$ cat config.mk
export PLATFORM = sky130hd
export DESIGN_NAME = mtp_fifo
export DESIGN_NICKNAME = d
export VERILOG_FILES = /design/src/hdl/mtp_pkg.sv /design/src/hdl/mtp_fifo.sv
export SDC_FILE = /design/constraint.sdc
export NUM_CORES = 1
export LEC_CHECK = 0
export BUFFER_PORTS_ARGS = -buffer_cell sky130_fd_sc_hd__buf_2
export CORE_AREA = 2 2 97 99
export CTS_CLUSTER_SIZE = 40
export DETAILED_ROUTE_END_ITERATION = 6
export DIE_AREA = 0 0 99 101
export PLACE_DENSITY = 0.66
export SKIP_CTS_REPAIR_TIMING = 1
export SYNTH_ARGS = -nofsm -noshare
export SYNTH_HDL_FRONTEND = slang
export SYNTH_SLANG_ARGS = --single-unit
$ cat constraint.sdc
create_clock -name clk_i -period 2.8 [get_ports clk_i]
set_clock_uncertainty 0.15 [all_clocks]
set_input_delay 0.14 -clock clk_i [delete_from_list [all_inputs] [get_ports clk_i]]
set_output_delay 0.14 -clock clk_i [all_outputs]
set_load 0.005 [all_outputs]
$ cat src/hdl/mtp_pkg.sv
`timescale 1ns / 1ps

package mtp_pkg;

  // Table geometry.
  localparam int unsigned STATE_WORDS = 624;
  localparam int unsigned IDX_W       = 10;
  localparam int unsigned TWIST_OFS   = 397;

  // Read position codes beyond the last table word, and the last word's index.
  localparam logic [IDX_W-1:0] POS_EXHAUSTED = IDX_W'(STATE_WORDS);
  localparam logic [IDX_W-1:0] POS_UNSEEDED  = IDX_W'(STATE_WORDS + 1);
  localparam logic [IDX_W-1:0] LAST_IDX      = IDX_W'(STATE_WORDS - 1);

  // Generator constants.
  localparam logic [31:0] TWIST_MATRIX = 32'h9908_b0df;
  localparam logic [31:0] TEMPER_B     = 32'h9d2c_5680;
  localparam logic [31:0] TEMPER_C     = 32'hefc6_0000;
  localparam logic [31:0] LCG_MULT     = 32'd69069;
  localparam logic [31:0] DEFAULT_SEED = 32'd4357;

  // Request type codes as they arrive on the port.
  localparam logic [1:0] REQ_GEN  = 2'd0;
  localparam logic [1:0] REQ_SEED = 2'd1;
  localparam logic [1:0] REQ_LOAD = 2'd2;

  // Command queue depth.
  localparam int unsigned Q_DEPTH = 2;
  localparam int unsigned Q_PTR_W = $clog2(Q_DEPTH);
  localparam int unsigned Q_CNT_W = $clog2(Q_DEPTH + 1);

  // One classified request as it travels from the front to the engine.
  typedef struct packed {
    logic [1:0]       op;
    logic [31:0]      data;
    logic [IDX_W-1:0] index;
  } cmd_t;

endpackage

$ cat src/hdl/mtp_fifo.sv
`timescale 1ns / 1ps

module mtp_fifo (
  input  logic          clk_i,
  input  logic          rst_ni,
  input  logic          push_i,
  input  mtp_pkg::cmd_t push_cmd_i,
  output logic          full_o,
  input  logic          pop_i,
  output logic          empty_o,
  output mtp_pkg::cmd_t pop_cmd_o
);
  import mtp_pkg::*;

  cmd_t               entry_q [Q_DEPTH];
  logic [Q_PTR_W-1:0] wr_ptr_q, wr_ptr_d;
  logic [Q_PTR_W-1:0] rd_ptr_q, rd_ptr_d;
  logic [Q_CNT_W-1:0] count_q, count_d;
  logic               do_push, do_pop;

  assign full_o    = (count_q == Q_CNT_W'(Q_DEPTH));
  assign empty_o   = (count_q == '0);
  assign pop_cmd_o = entry_q[rd_ptr_q];
  assign do_push   = push_i && !full_o;
  assign do_pop    = pop_i && !empty_o;

  // Pointer and fill count update.
  always_comb begin
    wr_ptr_d = wr_ptr_q;
    rd_ptr_d = rd_ptr_q;
    count_d  = count_q;
    if (do_push) begin
      wr_ptr_d = (wr_ptr_q == Q_PTR_W'(Q_DEPTH - 1)) ? '0 : wr_ptr_q + 1'b1;
    end
    if (do_pop) begin
      rd_ptr_d = (rd_ptr_q == Q_PTR_W'(Q_DEPTH - 1)) ? '0 : rd_ptr_q + 1'b1;
    end
    if (do_push && !do_pop) begin
      count_d = count_q + 1'b1;
    end else if (do_pop && !do_push) begin
      count_d = count_q - 1'b1;
    end
  end

  always_ff @(posedge clk_i or negedge rst_ni) begin
    if (!rst_ni) begin
      wr_ptr_q <= '0;
      rd_ptr_q <= '0;
      count_q  <= '0;
    end else begin
      wr_ptr_q <= wr_ptr_d;
      rd_ptr_q <= rd_ptr_d;
      count_q  <= count_d;
    end
  end

  // Queue storage needs no reset.
  always_ff @(posedge clk_i) begin
    if (do_push) begin
      entry_q[wr_ptr_q] <= push_cmd_i;
    end
  end

endmodule

==> metrics.yaml <==
final_layout:
  final_common_cell: "buf_2"
  finalInstanceArea_mm2: 0.004805
  nets: 356
  synthToLayoutAreaGrowth_pct: 34.50
  layout-drive-gt1-share_pct: 51.60
  layout.cells.most_common_list: "buf_2 (93), edfxtp_1 (88), dlygate4sd3_1 (47)"
  num-fill-cells: 729
  seq_area_mm2: 0.002744
  multi_input_area_um2: 739.5
  num_antenna_cells: 0
run:
  drv_cap: 0
pwr:
  p_comb_share_pct: 31.9
  p_int_w: 0.003053
  p_per_area_mw_per_mm2: 890.6
  pwr-share-clk_pct: 19.5
  seqPwrFrac_pct: 48.5
  sw_frac_of_total_pct: 28.65
  p_leak_nw: 1.947
  power_w: 0.004279
  power.switching_w: 0.001226
  irDropWorstVdd_v: 0.0006339
clocking:
  clk_latency_ns: 0.35
  clkSinkCount: 92
  cts_tree: "yes"
  numCtsBuffers: 9
  htreeDepth: 3
  clk_pin_slew_ns: 0.10
  cts_buffer_depth: 2
  cts-root-buf: "clkbuf_8"
global_route:
  grt_overflow: 0
  grt_antenna_before_repair: 0
  grt_usage_pct: 11.39
  grt_pass1_wl_mm: 8.473
  grt_max_degree: 45
  grt_pass1_vias: 1716
timing:
  post-route-min-period_ns: 2.265
  worstMarginPinSlew_ns: 0.7944
  setup_viol: 0
  period_share_pct: 80.89
  tns_ns: 0
  fmax_ghz: 0.4415
  final_hold_viol_count: 0
  drv_slew: 0
  rsz0062_at_grt: "no"
  max_slew_margin_pct: 47.04
critical_path:
  crit_chain: "buf_4 > mux2_4 > buf_2"
  endpoint_kind: "primary output"
  critPathRequiredTime_ns: 2.51
  critical_path_class: "register to primary output"
  ff2ff_setup_slack_ns: 0.93
  critPathBufInv: 2
  cp_slowest_cell: "dfrtp_2"
  cpLargestDelayFamily: "flip-flops"
  arrival_ns: 1.98
  crit_fanout: 26
  max_stage_delay_ns: 0.90
  cp-start-kind: "register"
synthesis:
  yosysUniqueCellTypes: 15
  synth.net_count: 205
  synthCells: 156
  syn-mean-instance-area_um2: 22.90
  syn_area_mm2: 0.003572
  yosys_register_bits: 92
  ys_seq_area_share_pct: 76.78
  yosys_warnings: 0
die:
  row_count: 35
  start_util_pct: 39.79
  io_pins: 94
  chipHeight_um: 101
  core_mm2: 0.008977
  die_width_um: 99
  die_area_mm2: 0.009999
routing:
  routed_wl_mm: 6.033
  initialDrtViolationCount: 52
  wl_per_cell_um: 14.26
  via_per_inst: 4.421
  drc_errors: 0
  drtAntennaViolNets: 0
  num_vias: 1870
  dr.pass1.iters: 4
hold_path:
  hp-class: "input pin to register"
placed_design:
  portBuffers: 93
  hpwlAfterDp_mm: 3.815
  place_congestion: 0.7064
  place_area_mm2: 0.004145
outcome:
  status: "finished, final reports clean"
## cells by family after synthesis
logic type	after synthesis	share of synthesized area (%)
and+or+nand+nor	6	0.7707
AOI/OAI and AO/OA	1	0.1400
xor gates and xnor gates	5	1.226
DFF	92	76.78
muxes	44	17.97
buffers and inverters	7	2.767
adders and majority gates	1	0.3502
## worst register-to-register path, delay by kind of cell (launching register included)
kind,cells,cell delay (ns)
simple gates,3,0.40
buf+inv,1,0.49
flops,1,0.44
## power by group through the flow
stage | Sequential [W] | Combinational (W) | Clock [W]
floorplan | 0.00199 | 0.00105 | 0
global placement | 0.00210 | 0.00134 | 0
detailed placement | 0.00211 | 0.00134 | 0
CTS | 0.00209 | 0.00134 | 0.000866
global route | 0.00211 | 0.00148 | 0.000926
finish | 0.00208 | 0.00137 | 0.000836
## cell usage after synthesis, drive strengths merged
library cell   n  area (um^2)
mux2          44        641.9
o21ai          1        5.000
dfrtp          4        100.1
xor2           2        17.52
nor2           3        11.26
ha             1        12.51
nand2          1        3.750
inv            2        7.510
buf            5        91.34
xnor2          3        26.28
nand2b         1        6.260
and3           1        6.260
edfxtp        88         2643
## state kept, by name (all words and copies together), names as in the netlist
signal / count
rd_ptr_q: 1
entry_q: 88
wr_ptr_q: 1
count_q: 2
## layer usage
| layer | global-route usage [%] | share of wire [%] | vias up |
|---|---|---|---|
| met5 | 0 | 0 | - |
| met4 | 5.690 | 1.8 | 0 |
| met3 | 3.190 | 5.1 | 9 |
| met2 | 17.46 | 48 | 63 |
| met1 | 14.95 | 45 | 890 |
| li1 | - | - | 908 |
## metrics by stage
stage	cells	setup WS, ns	hold slack, ns	utilization, %
2_1_floorplan	156	0.4348	-0.3056	-
3_3_place_gp	360	0.9066	-0.1989	46.17
3_5_place_dp	360	0.9012	-0.1941	46.17
4_1_cts	376	0.4892	-0.5914	48.28
5_1_grt	423	0.4386	0.04758	53.52
6_report	423	0.5349	0.01797	53.52
## cell type report
| cell class | instances | area share [%] |
|---|---|---|
| clock inverter | 7 | 1.354 |
| timing repair buffer | 145 | 20.52 |
| inverter | 2 | 0.1562 |
| multi-input combinational | 57 | 15.39 |
| tap | 111 | 2.891 |
| sequential | 92 | 57.11 |
| clock buffer | 9 | 2.578 |
## path summary, 6_finish.rpt
| check | startpoint | to | cells past startpoint |
|---|---|---|---|
| worst max-delay path | rd_ptr_q | pop_cmd_o[5] | 3 |
| worst min-delay path | push_i | wr_ptr_q | 3 |
| worst max register to register | count_q[0] | entry_q[0][39] | 4 |
| worst min register to register | count_q[1] | count_q[1] | 1 |
| max in group asynchronous | rst_ni | rd_ptr_q | 3 |
| min in group asynchronous | rst_ni | count_q[1] | 3 |
Note: power is estimated with default switching activity, not from simulation.
