## src/hdl/mtp_pkg.sv

```systemverilog
`timescale 1ns / 1ps

package mtp_pkg;

  // Table geometry.
  localparam int unsigned STATE_WORDS = 624;
  localparam int unsigned IDX_W       = 10;
  localparam int unsigned TWIST_OFS   = 397;

  // Read position codes beyond the last table word, and the last word's index.
  localparam logic [IDX_W-1:0] POS_EXHAUSTED = IDX_W'(STATE_WORDS);
  localparam logic [IDX_W-1:0] POS_UNSEEDED  = IDX_W'(STATE_WORDS + 1);
  localparam logic [IDX_W-1:0] LAST_IDX      = IDX_W'(STATE_WORDS - 1);

  // Generator constants.
  localparam logic [31:0] TWIST_MATRIX = 32'h9908_b0df;
  localparam logic [31:0] TEMPER_B     = 32'h9d2c_5680;
  localparam logic [31:0] TEMPER_C     = 32'hefc6_0000;
  localparam logic [31:0] LCG_MULT     = 32'd69069;
  localparam logic [31:0] DEFAULT_SEED = 32'd4357;

  // Request type codes as they arrive on the port.
  localparam logic [1:0] REQ_GEN  = 2'd0;
  localparam logic [1:0] REQ_SEED = 2'd1;
  localparam logic [1:0] REQ_LOAD = 2'd2;

  // Command queue depth.
  localparam int unsigned Q_DEPTH = 2;
  localparam int unsigned Q_PTR_W = $clog2(Q_DEPTH);
  localparam int unsigned Q_CNT_W = $clog2(Q_DEPTH + 1);

  // One classified request as it travels from the front to the engine.
  typedef struct packed {
    logic [1:0]       op;
    logic [31:0]      data;
    logic [IDX_W-1:0] index;
  } cmd_t;

endpackage

```

## src/hdl/mtp_front.sv

```systemverilog
`timescale 1ns / 1ps

module mtp_front (
  input  logic                    start,
  output logic                    busy,
  input  logic [1:0]              req_type_i,
  input  logic [31:0]             seed_value_i,
  input  logic [mtp_pkg::IDX_W-1:0] load_index_i,
  input  logic [31:0]             load_value_i,
  input  logic                    q_full_i,
  output logic                    q_push_o,
  output mtp_pkg::cmd_t           q_cmd_o
);
  import mtp_pkg::*;

  logic accept;
  logic keep;

  // A request is taken whenever the queue has room.
  assign busy   = q_full_i;
  assign accept = start && !q_full_i;

  // Reserved codes and loads beyond the table change nothing and are dropped here.
  always_comb begin
    case (req_type_i)
      REQ_GEN:  keep = 1'b1;
      REQ_SEED: keep = 1'b1;
      REQ_LOAD: keep = ({1'b0, load_index_i} < (IDX_W + 1)'(STATE_WORDS));
      default:  keep = 1'b0;
    endcase
  end

  // The data field carries the seed or the word to load.
  always_comb begin
    q_cmd_o.op    = req_type_i;
    q_cmd_o.data  = (req_type_i == REQ_SEED) ? seed_value_i : load_value_i;
    q_cmd_o.index = load_index_i;
  end

  assign q_push_o = accept && keep;

endmodule

```

## config.mk

```make
export PLATFORM = sky130hd
export DESIGN_NAME = mtp_front
export DESIGN_NICKNAME = d
export VERILOG_FILES = /design/src/hdl/mtp_pkg.sv /design/src/hdl/mtp_front.sv
export SDC_FILE = /design/constraint.sdc
export NUM_CORES = 1
export LEC_CHECK = 0
export BUFFER_PORTS_ARGS = -buffer_cell sky130_fd_sc_hd__buf_2
export CAP_MARGIN = 20
export CORE_MARGIN = 3
export CORE_UTILIZATION = 28
export DETAILED_ROUTE_END_ITERATION = 16
export PLACE_DENSITY = 0.85
export SETUP_SLACK_MARGIN = 0.05
export SYNTH_ARGS = -nofsm -noshare
export SYNTH_HDL_FRONTEND = slang
export SYNTH_SLANG_ARGS = --single-unit
export TNS_END_PERCENT = 5
```

## constraint.sdc

```tcl
create_clock -name vclk -period 0.9
set_input_delay 0 -clock vclk [all_inputs]
set_output_delay 0 -clock vclk [all_outputs]
set_load 0.01 [all_outputs]
```

==> out/results.txt, run 1 <==
DRT Wirelength - 2.479 mm
max-cap violation count - 0
wire length per cell - 13.40 µm
status - finished, violations left
Critical Path Source - req_type_i[1]
Crit-path slowest cell - mux2_4
Die Footprint - 0.003069 mm²
count of cell types in the netlist - 11
antenna violations before repair - 0
crit path DAT - 920 ps
maximum vdd drop - 297.4 µV
vias - 805
pwr dens - 566.4 mW/mm²
die height - 55.40 µm
Placed Area - 0.001177 mm²
Worst Setup Slack, final - -15.53 ps
vias in the first global route - 803
Mapped Area - 683.2 µm²
failing checks - setup timing
critical setup path kind - input pin to output pin
largest net degree at the start of global routing - 19
Max FO, Critical Path - 18
kind of cell adding the most delay to the critical path - buffers and inverters
first-pass GRT wire length - 3.774 mm
Slew headroom - 0.8245
Setup Buffers After CTS - 0
Top-Level Pins - 124
CORE AREA - 0.002255 mm²
hold crit path type - input pin to output pin
GRT overflow - 0
worst slew pin tran - 260.5 ps
syn nets - 133
f_max - 1092 MHz
RSZ-0062 raised after global routing - true
post-route ant nets - 0
final net count - 237
post-route cell area - 0.001406 mm²
Worst EP required - 900 ps
Remaining DRCs - 0
Area Growth Syn to Fin - 105.9%
Crit. End Element - output pin
port buffer count - 116
Setup WS pre-CTS - -53.96 ps
most common cell after layout, fill and taps aside - buf_2
WP buf/inv - 3
sequential element share of the synthesized area - 0
CP max stage delay - 320 ps
# setup viols final - 15
antenna cells - 0
crit-path cells - buf_8 -> nor2b_4 -> buf_12 -> mux2_4 -> buf_6
hold buffer count at CTS - 0
Rows - 17
YS warnings - 0
Slew Limit Fails - 0
CP startpoint kind - input pin
CLK BUF - 0
Avg Inst Size Synth - 12.42 µm²
Mapped Cells - 55
Fin. Hold Viols - 0
leakage - 0.0008037 µW
share of layout cells above drive strength 1 - 0.9809
Die X - 55.40 µm
drt first pass iters - 4
Storage cell area - 0 µm²
Global Route Usage Sum - 0.1434
fin crit share - 1.017
Via-to-Cell Ratio - 4.351
FFs & Latches - 0
most frequent cells in the layout - 83 x buf_2, 32 x buf_6, 31 x mux2_4
gpl congestion - 0.7129
Initial Util - 0.3030
post-layout min period - 915.5 ps
hold_sp - load_index_i[2]
initial drt markers - 34
==> metal layers <==
layer / GRT usage / routed length [µm]
met1: 0.1581 / 823
met2: 0.2889 / 1388
met3: 0.02570 / 252
met4: 0.01042 / 14
met5: 0 / 0
==> Yosys cell counts <==
| cell | n | area share |
|---|---|---|
| o21ai_0 | 1 | 0.0073 |
| mux2_2 | 2 | 0.033 |
| nor3b_1 | 1 | 0.011 |
| mux2_4 | 30 | 0.66 |
| buf_4 | 13 | 0.14 |
| a21oi_1 | 1 | 0.0073 |
| nor3_1 | 1 | 0.0073 |
| buf_12 | 3 | 0.088 |
| buf_6 | 1 | 0.016 |
| nand3_1 | 1 | 0.0073 |
| nor2b_4 | 1 | 0.020 |
==> timing repair <==
item / in CTS / in global routing
gates resized for setup: 34 / 5
pin swaps: 0 / 1
setup endpoints to repair: 32 / 33
==> cells by family (layout without fill, tap and decap cells) <==
group | Yosys count | count (layout) | share of synthesized area
AO/OA/AOI/OAI | 2 | 2 | 0.01464
buffers and inverters | 17 | 119 | 0.2472
multiplexers | 32 | 32 | 0.6923
AND/OR/NAND/NOR | 4 | 4 | 0.04577
==> metrics by stage <==
stage	TNS, ps	cells	total power (µW)	util	hold slack, ps
after CTS	-117.8	185	781.9	0.6127	0.09446
after floorplan	0	55	391.7	-	50.30
after detailed placement	-1061	185	630.8	0.5222	0.09446
after global routing	-727.2	185	847.9	0.6238	0.02019
final	-83.67	185	796.5	0.6238	0.004476
after global placement	-702.9	185	618.4	0.5222	0.09446
==> power breakdown <==
group | switching [µW] | internal (µW) | leakage [µW]
logic | 273 | 523 | 0.000804
clock network | 0 | 0 | 0
registers | 0 | 0 | 0
total | 273 | 523 | 0.000804
==> cell type report <==
cell class	instances	area [µm²]
repair buffers	119	838.3
well taps	28	35.03
fillers	198	848.3
multi-input cells	38	533.0
==> final timing paths <==
kind | endpoint | slack [ps] | cells after the start
worst max-delay path | q_cmd_o[22] | -20 | 5
worst min-delay path | q_cmd_o[2] | 0.004 | 0
No activity file was read; power rests on OpenSTA's default activity.
==> inputs of run 2 (changes only) <==
--- a/config.mk
+++ b/config.mk
@@ -7,7 +7,7 @@
 export LEC_CHECK = 0
 export BUFFER_PORTS_ARGS = -buffer_cell sky130_fd_sc_hd__buf_2
 export CAP_MARGIN = 20
-export CORE_MARGIN = 3
+export CORE_MARGIN = 1
 export CORE_UTILIZATION = 28
 export DETAILED_ROUTE_END_ITERATION = 16
 export PLACE_DENSITY = 0.85
==> run 2 against run 1 <==
  * Flip-flop and latch count did not move
  * Largest power group unchanged
  * Worst setup slack worse by 27 ps
  * The run still ends with setup timing left
  * Critical endpoint is now q_cmd_o[29]
  * Die area decreased by 14%
  * Clock-buffer cell count unchanged
  * Final cell count grew 0.54%
  * Non-clock buffer count grew 1
  * Hold slack about the same
==> out/results.txt, run 2 (synthesis results as in run 1) <==
Remaining DRCs - 0 (unchanged)
Die X - 51.40 µm (-7.2%)
first-pass GRT wire length - 2.829 mm (-25%)
GRT overflow - 0 (unchanged)
final net count - 238 (+0.42%)
Top-Level Pins - 124 (unchanged)
post-route ant nets - 0 (unchanged)
share of layout cells above drive strength 1 - 0.9747 (-0.006208)
Worst EP required - 900 ps (about the same)
status - finished, violations left
Rows - 17 (unchanged)
critical setup path kind - input pin to output pin
DRT Wirelength - 2.118 mm (-15%)
Hold Worst Slack - 0.004490 ps (+0.00001411 ps)
Fin. Hold Viols - 0 (unchanged)
multi-input logic area - 519.2 µm² (-2.6%)
crit path DAT - 940 ps (+20 ps)
Area Growth Syn to Fin - 103.5%
Crit-path slowest cell - mux2_4
Placed Area - 0.001185 mm² (+0.64%)
# fillers - 190 (-4.0%)
hold crit path type - input pin to output pin
leakage - 0.0007989 µW (-0.60%)
antenna cells - 0 (unchanged)
most frequent cells in the layout - 84 x buf_2, 32 x buf_6, 30 x mux2_4
# setup viols final - 30 (+15)
CORE AREA - 0.002255 mm² (unchanged)
vias - 817 (+1.5%)
Slew headroom - 0.8695 (+0.04494)
Setup Buffers After CTS - 0 (unchanged)
CLK BUF - 0 (unchanged)
Placed Cells - 186 (+0.54%)
vias in the first global route - 707 (-12%)
Die Footprint - 0.002641 mm² (-14%)
pwr dens - 559.6 mW/mm² (-1.2%)
Via-to-Cell Ratio - 4.392 (+0.95%)
FFs & Latches - 0 (unchanged)
setup total negative slack - -837.7 ps (-754.0 ps)
max-cap violation count - 0 (unchanged)
drt first pass iters - 2 (-2)
CP startpoint kind - input pin
initial drt markers - 1 (-97%)
Max FO, Critical Path - 17 (-1)
fin crit share - 1.047 (+0.02984)
Storage cell area - 0 µm² (unchanged)
crit-path cells - buf_6 -> nor2b_4 -> buf_12 -> mux2_4 -> buf_6
fin cells - 186 (+0.54%)
largest net degree at the start of global routing - 18 (-1)
die height - 51.40 µm (-7.2%)
CP max stage delay - 320 ps (about the same)
kind of cell adding the most delay to the critical path - buffers and inverters
post-layout min period - 942.4 ps (+26.86 ps)
WP buf/inv - 3 (unchanged)
most common cell after layout, fill and taps aside - buf_2
Final HPWL DP - 1.877 mm
port buffer count - 116 (unchanged)
antenna violations before repair - 0 (unchanged)
final core occ - 0.6165 (-0.007214)
Crit. End Element - output pin
wire length per cell - 11.39 µm (-15%)
failing checks - setup timing
maximum vdd drop - 370.6 µV (+25%)
worst slew pin tran - 195.4 ps (-65.08 ps)
Crit path top cell by count - buf_6
Worst Setup Slack, final - -42.39 ps (-26.86 ps)
RSZ-0062 raised after global routing - true
gpl congestion - 0.6909 (-3.1%)
Initial Util - 0.3030 (unchanged)
f_max - 1061 MHz (-2.9%)
Global Route Usage Sum - 0.1342 (-0.009214)
Slew Limit Fails - 0 (unchanged)
post-route cell area - 0.001390 mm² (-1.2%)
==> run 2: timing repair <==
| action | in CTS | in global routing |
|---|---|---|
| endpoints found under the setup margin | 31 | 31 |
| gates resized for setup | 33 | 1 |
| hold buffers | 0 | 0 |
==> run 2: through the flow <==
step,setup slack [ps],power [µW]
finish,-42.39,777.9
global route,-72.63,825.1
CTS,-45.87,781.8
detailed placement,-81.21,632.7
global placement,-78.35,620.9
floorplan,202.9,391.7
==> run 2: power breakdown <==
part,total [µW],internal (µW),switching (µW)
sequential,0,0,0
combinational,778,516,262
clock,0,0,0
==> run 2: metal layers <==
layer / global-route usage / share of wire / vias to the layer above / wire (µm)
met2: 0.3095 / 0.59 / 64 / 1258
met4: 0.009009 / 0 / 0 / 0
met1: 0.1175 / 0.29 / 361 / 610
met5: 0 / 0 / - / 0
met3: 0.02083 / 0.12 / 0 / 249
li1: - / - / 392 / -
==> run 2: path summary, 6_finish.rpt <==
kind / start / to / slack (ps) / cells past startpoint
worst min-delay path: load_index_i[3] / q_cmd_o[3] / 0.004 / 0
worst max-delay path: req_type_i[1] / q_cmd_o[29] / -40 / 5
==> run 2: layout make-up <==
type / instances / area share
multi-input combinational: 38 / 0.3735
tap: 28 / 0.02520
timing repair buffer: 120 / 0.6013
==> inputs of run 3 (changes only) <==
--- a/config.mk
+++ b/config.mk
@@ -7,10 +7,12 @@
 export LEC_CHECK = 0
 export BUFFER_PORTS_ARGS = -buffer_cell sky130_fd_sc_hd__buf_2
 export CAP_MARGIN = 20
+export CELL_PAD_IN_SITES_DETAIL_PLACEMENT = 2
+export CELL_PAD_IN_SITES_GLOBAL_PLACEMENT = 2
 export CORE_MARGIN = 1
-export CORE_UTILIZATION = 28
+export CORE_UTILIZATION = 12
 export DETAILED_ROUTE_END_ITERATION = 16
-export PLACE_DENSITY = 0.85
+export PLACE_DENSITY_LB_ADDON = 0.1
 export SETUP_SLACK_MARGIN = 0.05
 export SYNTH_ARGS = -nofsm -noshare
 export SYNTH_HDL_FRONTEND = slang
==> run 3 against run 2 <==
  * Critical path type unchanged
  * Die area rose by 130%
  * Critical path depth increased by 1
  * Highest routed layer unchanged
  * Utilization down 33 points
  * Combinational power is 10% higher
  * The run still ends with setup timing left
==> out/results.txt, run 3 (synthesis results as in run 1) <==
met2 wire length - 1.721 mm (+37%)
post-route ant nets - 0 (unchanged)
CLK BUF - 0 (unchanged)
first-pass GRT wire length - 4.892 mm (+73%)
initial drt markers - 9 (+8)
Die X - 77.45 µm (+51%)
Slew headroom - 0.8884 (+0.01890)
Max FO, Critical Path - 5 (-12)
Remaining DRCs - 0 (unchanged)
Final HPWL DP - 2.602 mm (+39%)
most common cell after layout, fill and taps aside - buf_2
antenna cells - 0 (unchanged)
antenna violations before repair - 0 (unchanged)
gpl congestion - 0.6372 (-7.8%)
CORE AREA - 0.005507 mm² (+140%)
fin cells - 237 (+27%)
drt first pass iters - 6 (+4)
Slew Limit Fails - 0 (unchanged)
met3 WL - 246 µm (-1.2%)
maximum vdd drop - 128.6 µV (-65%)
share of layout cells above drive strength 1 - 0.9879 (+0.01320)
largest net degree at the start of global routing - 11 (-7)
die height - 77.45 µm (+51%)
Crit-path slowest cell - mux2_4
# fillers - 622 (+230%)
f_max - 1015 MHz (-4.4%)
Via-to-Cell Ratio - 3.726 (-15%)
Placed Cells - 228 (+23%)
# setup viols final - 32 (+6.7%)
post-layout min period - 985.3 ps (+42.93 ps)
Worst EP required - 900 ps (about the same)
port buffer count - 116 (unchanged)
vias - 883 (+8.1%)
failing checks - setup timing
max-cap violation count - 0 (unchanged)
Setup WS pre-CTS - -107.3 ps (-26.06 ps)
Worst Setup Slack, final - -85.32 ps (-42.93 ps)
CP startpoint kind - input pin
wire length per cell - 13.36 µm (+17%)
top sig layer - met3
most frequent cells in the layout - 87 x buf_2, 32 x mux2_4, 31 x buf_6
GRT overflow - 0 (unchanged)
Die Footprint - 0.005999 mm² (+130%)
hold buffer count at CTS - 0 (unchanged)
status - finished, violations left
leakage - 0.0008654 µW (+8.3%)
Metal-1 WL - 1.198 mm (+96%)
Storage cell area - 0 µm² (unchanged)
Area Growth Syn to Fin - 130.8%
Crit. End Element - output pin
Initial Util - 0.1241 (-0.1789)
Top-Level Pins - 124 (unchanged)
fin crit share - 1.095 (+0.04770)
vias in the first global route - 940 (+33%)
RSZ-0062 raised after global routing - true
hold crit path type - input pin to output pin
Fin. Hold Viols - 0 (unchanged)
critical setup path kind - input pin to output pin
final net count - 245 (+2.9%)
Rows - 27 (+10)
crit path DAT - 990 ps (+50 ps)
CP max stage delay - 290 ps (-30 ps)
pwr dens - 545.1 mW/mm² (-2.6%)
Global Route Usage Sum - 0.1025 (-0.03172)
FFs & Latches - 0 (unchanged)
DRT Wirelength - 3.167 mm (+50%)
worst slew pin tran - 167.1 ps (-28.29 ps)
crit-path cells - buf_8 -> nor2b_4 -> buf_4 -> buf_16 -> mux2_4 -> buf_2
-- run 3: final timing paths --
path,slack [ps],endpoint,cells past startpoint,startpoint
setup / recovery,-90,q_cmd_o[26],6,req_type_i[1]
hold / removal,0.004,q_cmd_o[3],0,load_index_i[3]
-- run 3: what timing repair did --
item | in CTS | in global routing
endpoints found under the setup margin | 32 | 33
buffers inserted | 6 | 0
resized for setup | 43 | 4
endpoints found under the hold margin | 0 | 0
pin swaps | 1 | 2
cloned | 3 | 0
-- run 3: layout make-up --
cell class,count,area (µm²),area share
multi-input combinational,38,541.8,0.3437
tap,72,90.09,0.05714
timing repair buffer,127,944.7,0.5992
-- run 3: power breakdown --
group          switching [µW]  leakage [µW]  internal [µW]
combinational             294      0.000865            566
sequential                  0             0              0
clock                       0             0              0
total                     294      0.000865            566
-- run 3: critical path, delay by kind of cell --
family / cells / cell delay, ps
buf+inv: 4 / 520
simple gates: 1 / 170
mux: 1 / 290
-- run 3: layer usage --
layer | track usage | vias up
met2 | 0.2053 | 66
met3 | 0.01529 | 0
met1 | 0.1189 | 407
li1 | - | 410
met4 | 0 | 0
met5 | 0 | -
-- run 3: stage by stage --
stage          TNS [ps]    util  total power, µW  hold slack [ps]  area [µm²]
6_report          -2095  0.2863            859.4         0.004477        1577
4_1_cts           -2519  0.2836            861.1          0.07494        1562
5_1_grt           -3626  0.2863            917.0          0.01508        1577
2_1_floorplan         0       -            391.7            50.30       683.2
3_5_place_dp      -2058  0.2202            635.4          0.07494        1212
3_3_place_gp      -1966  0.2202            626.0          0.07494        1212
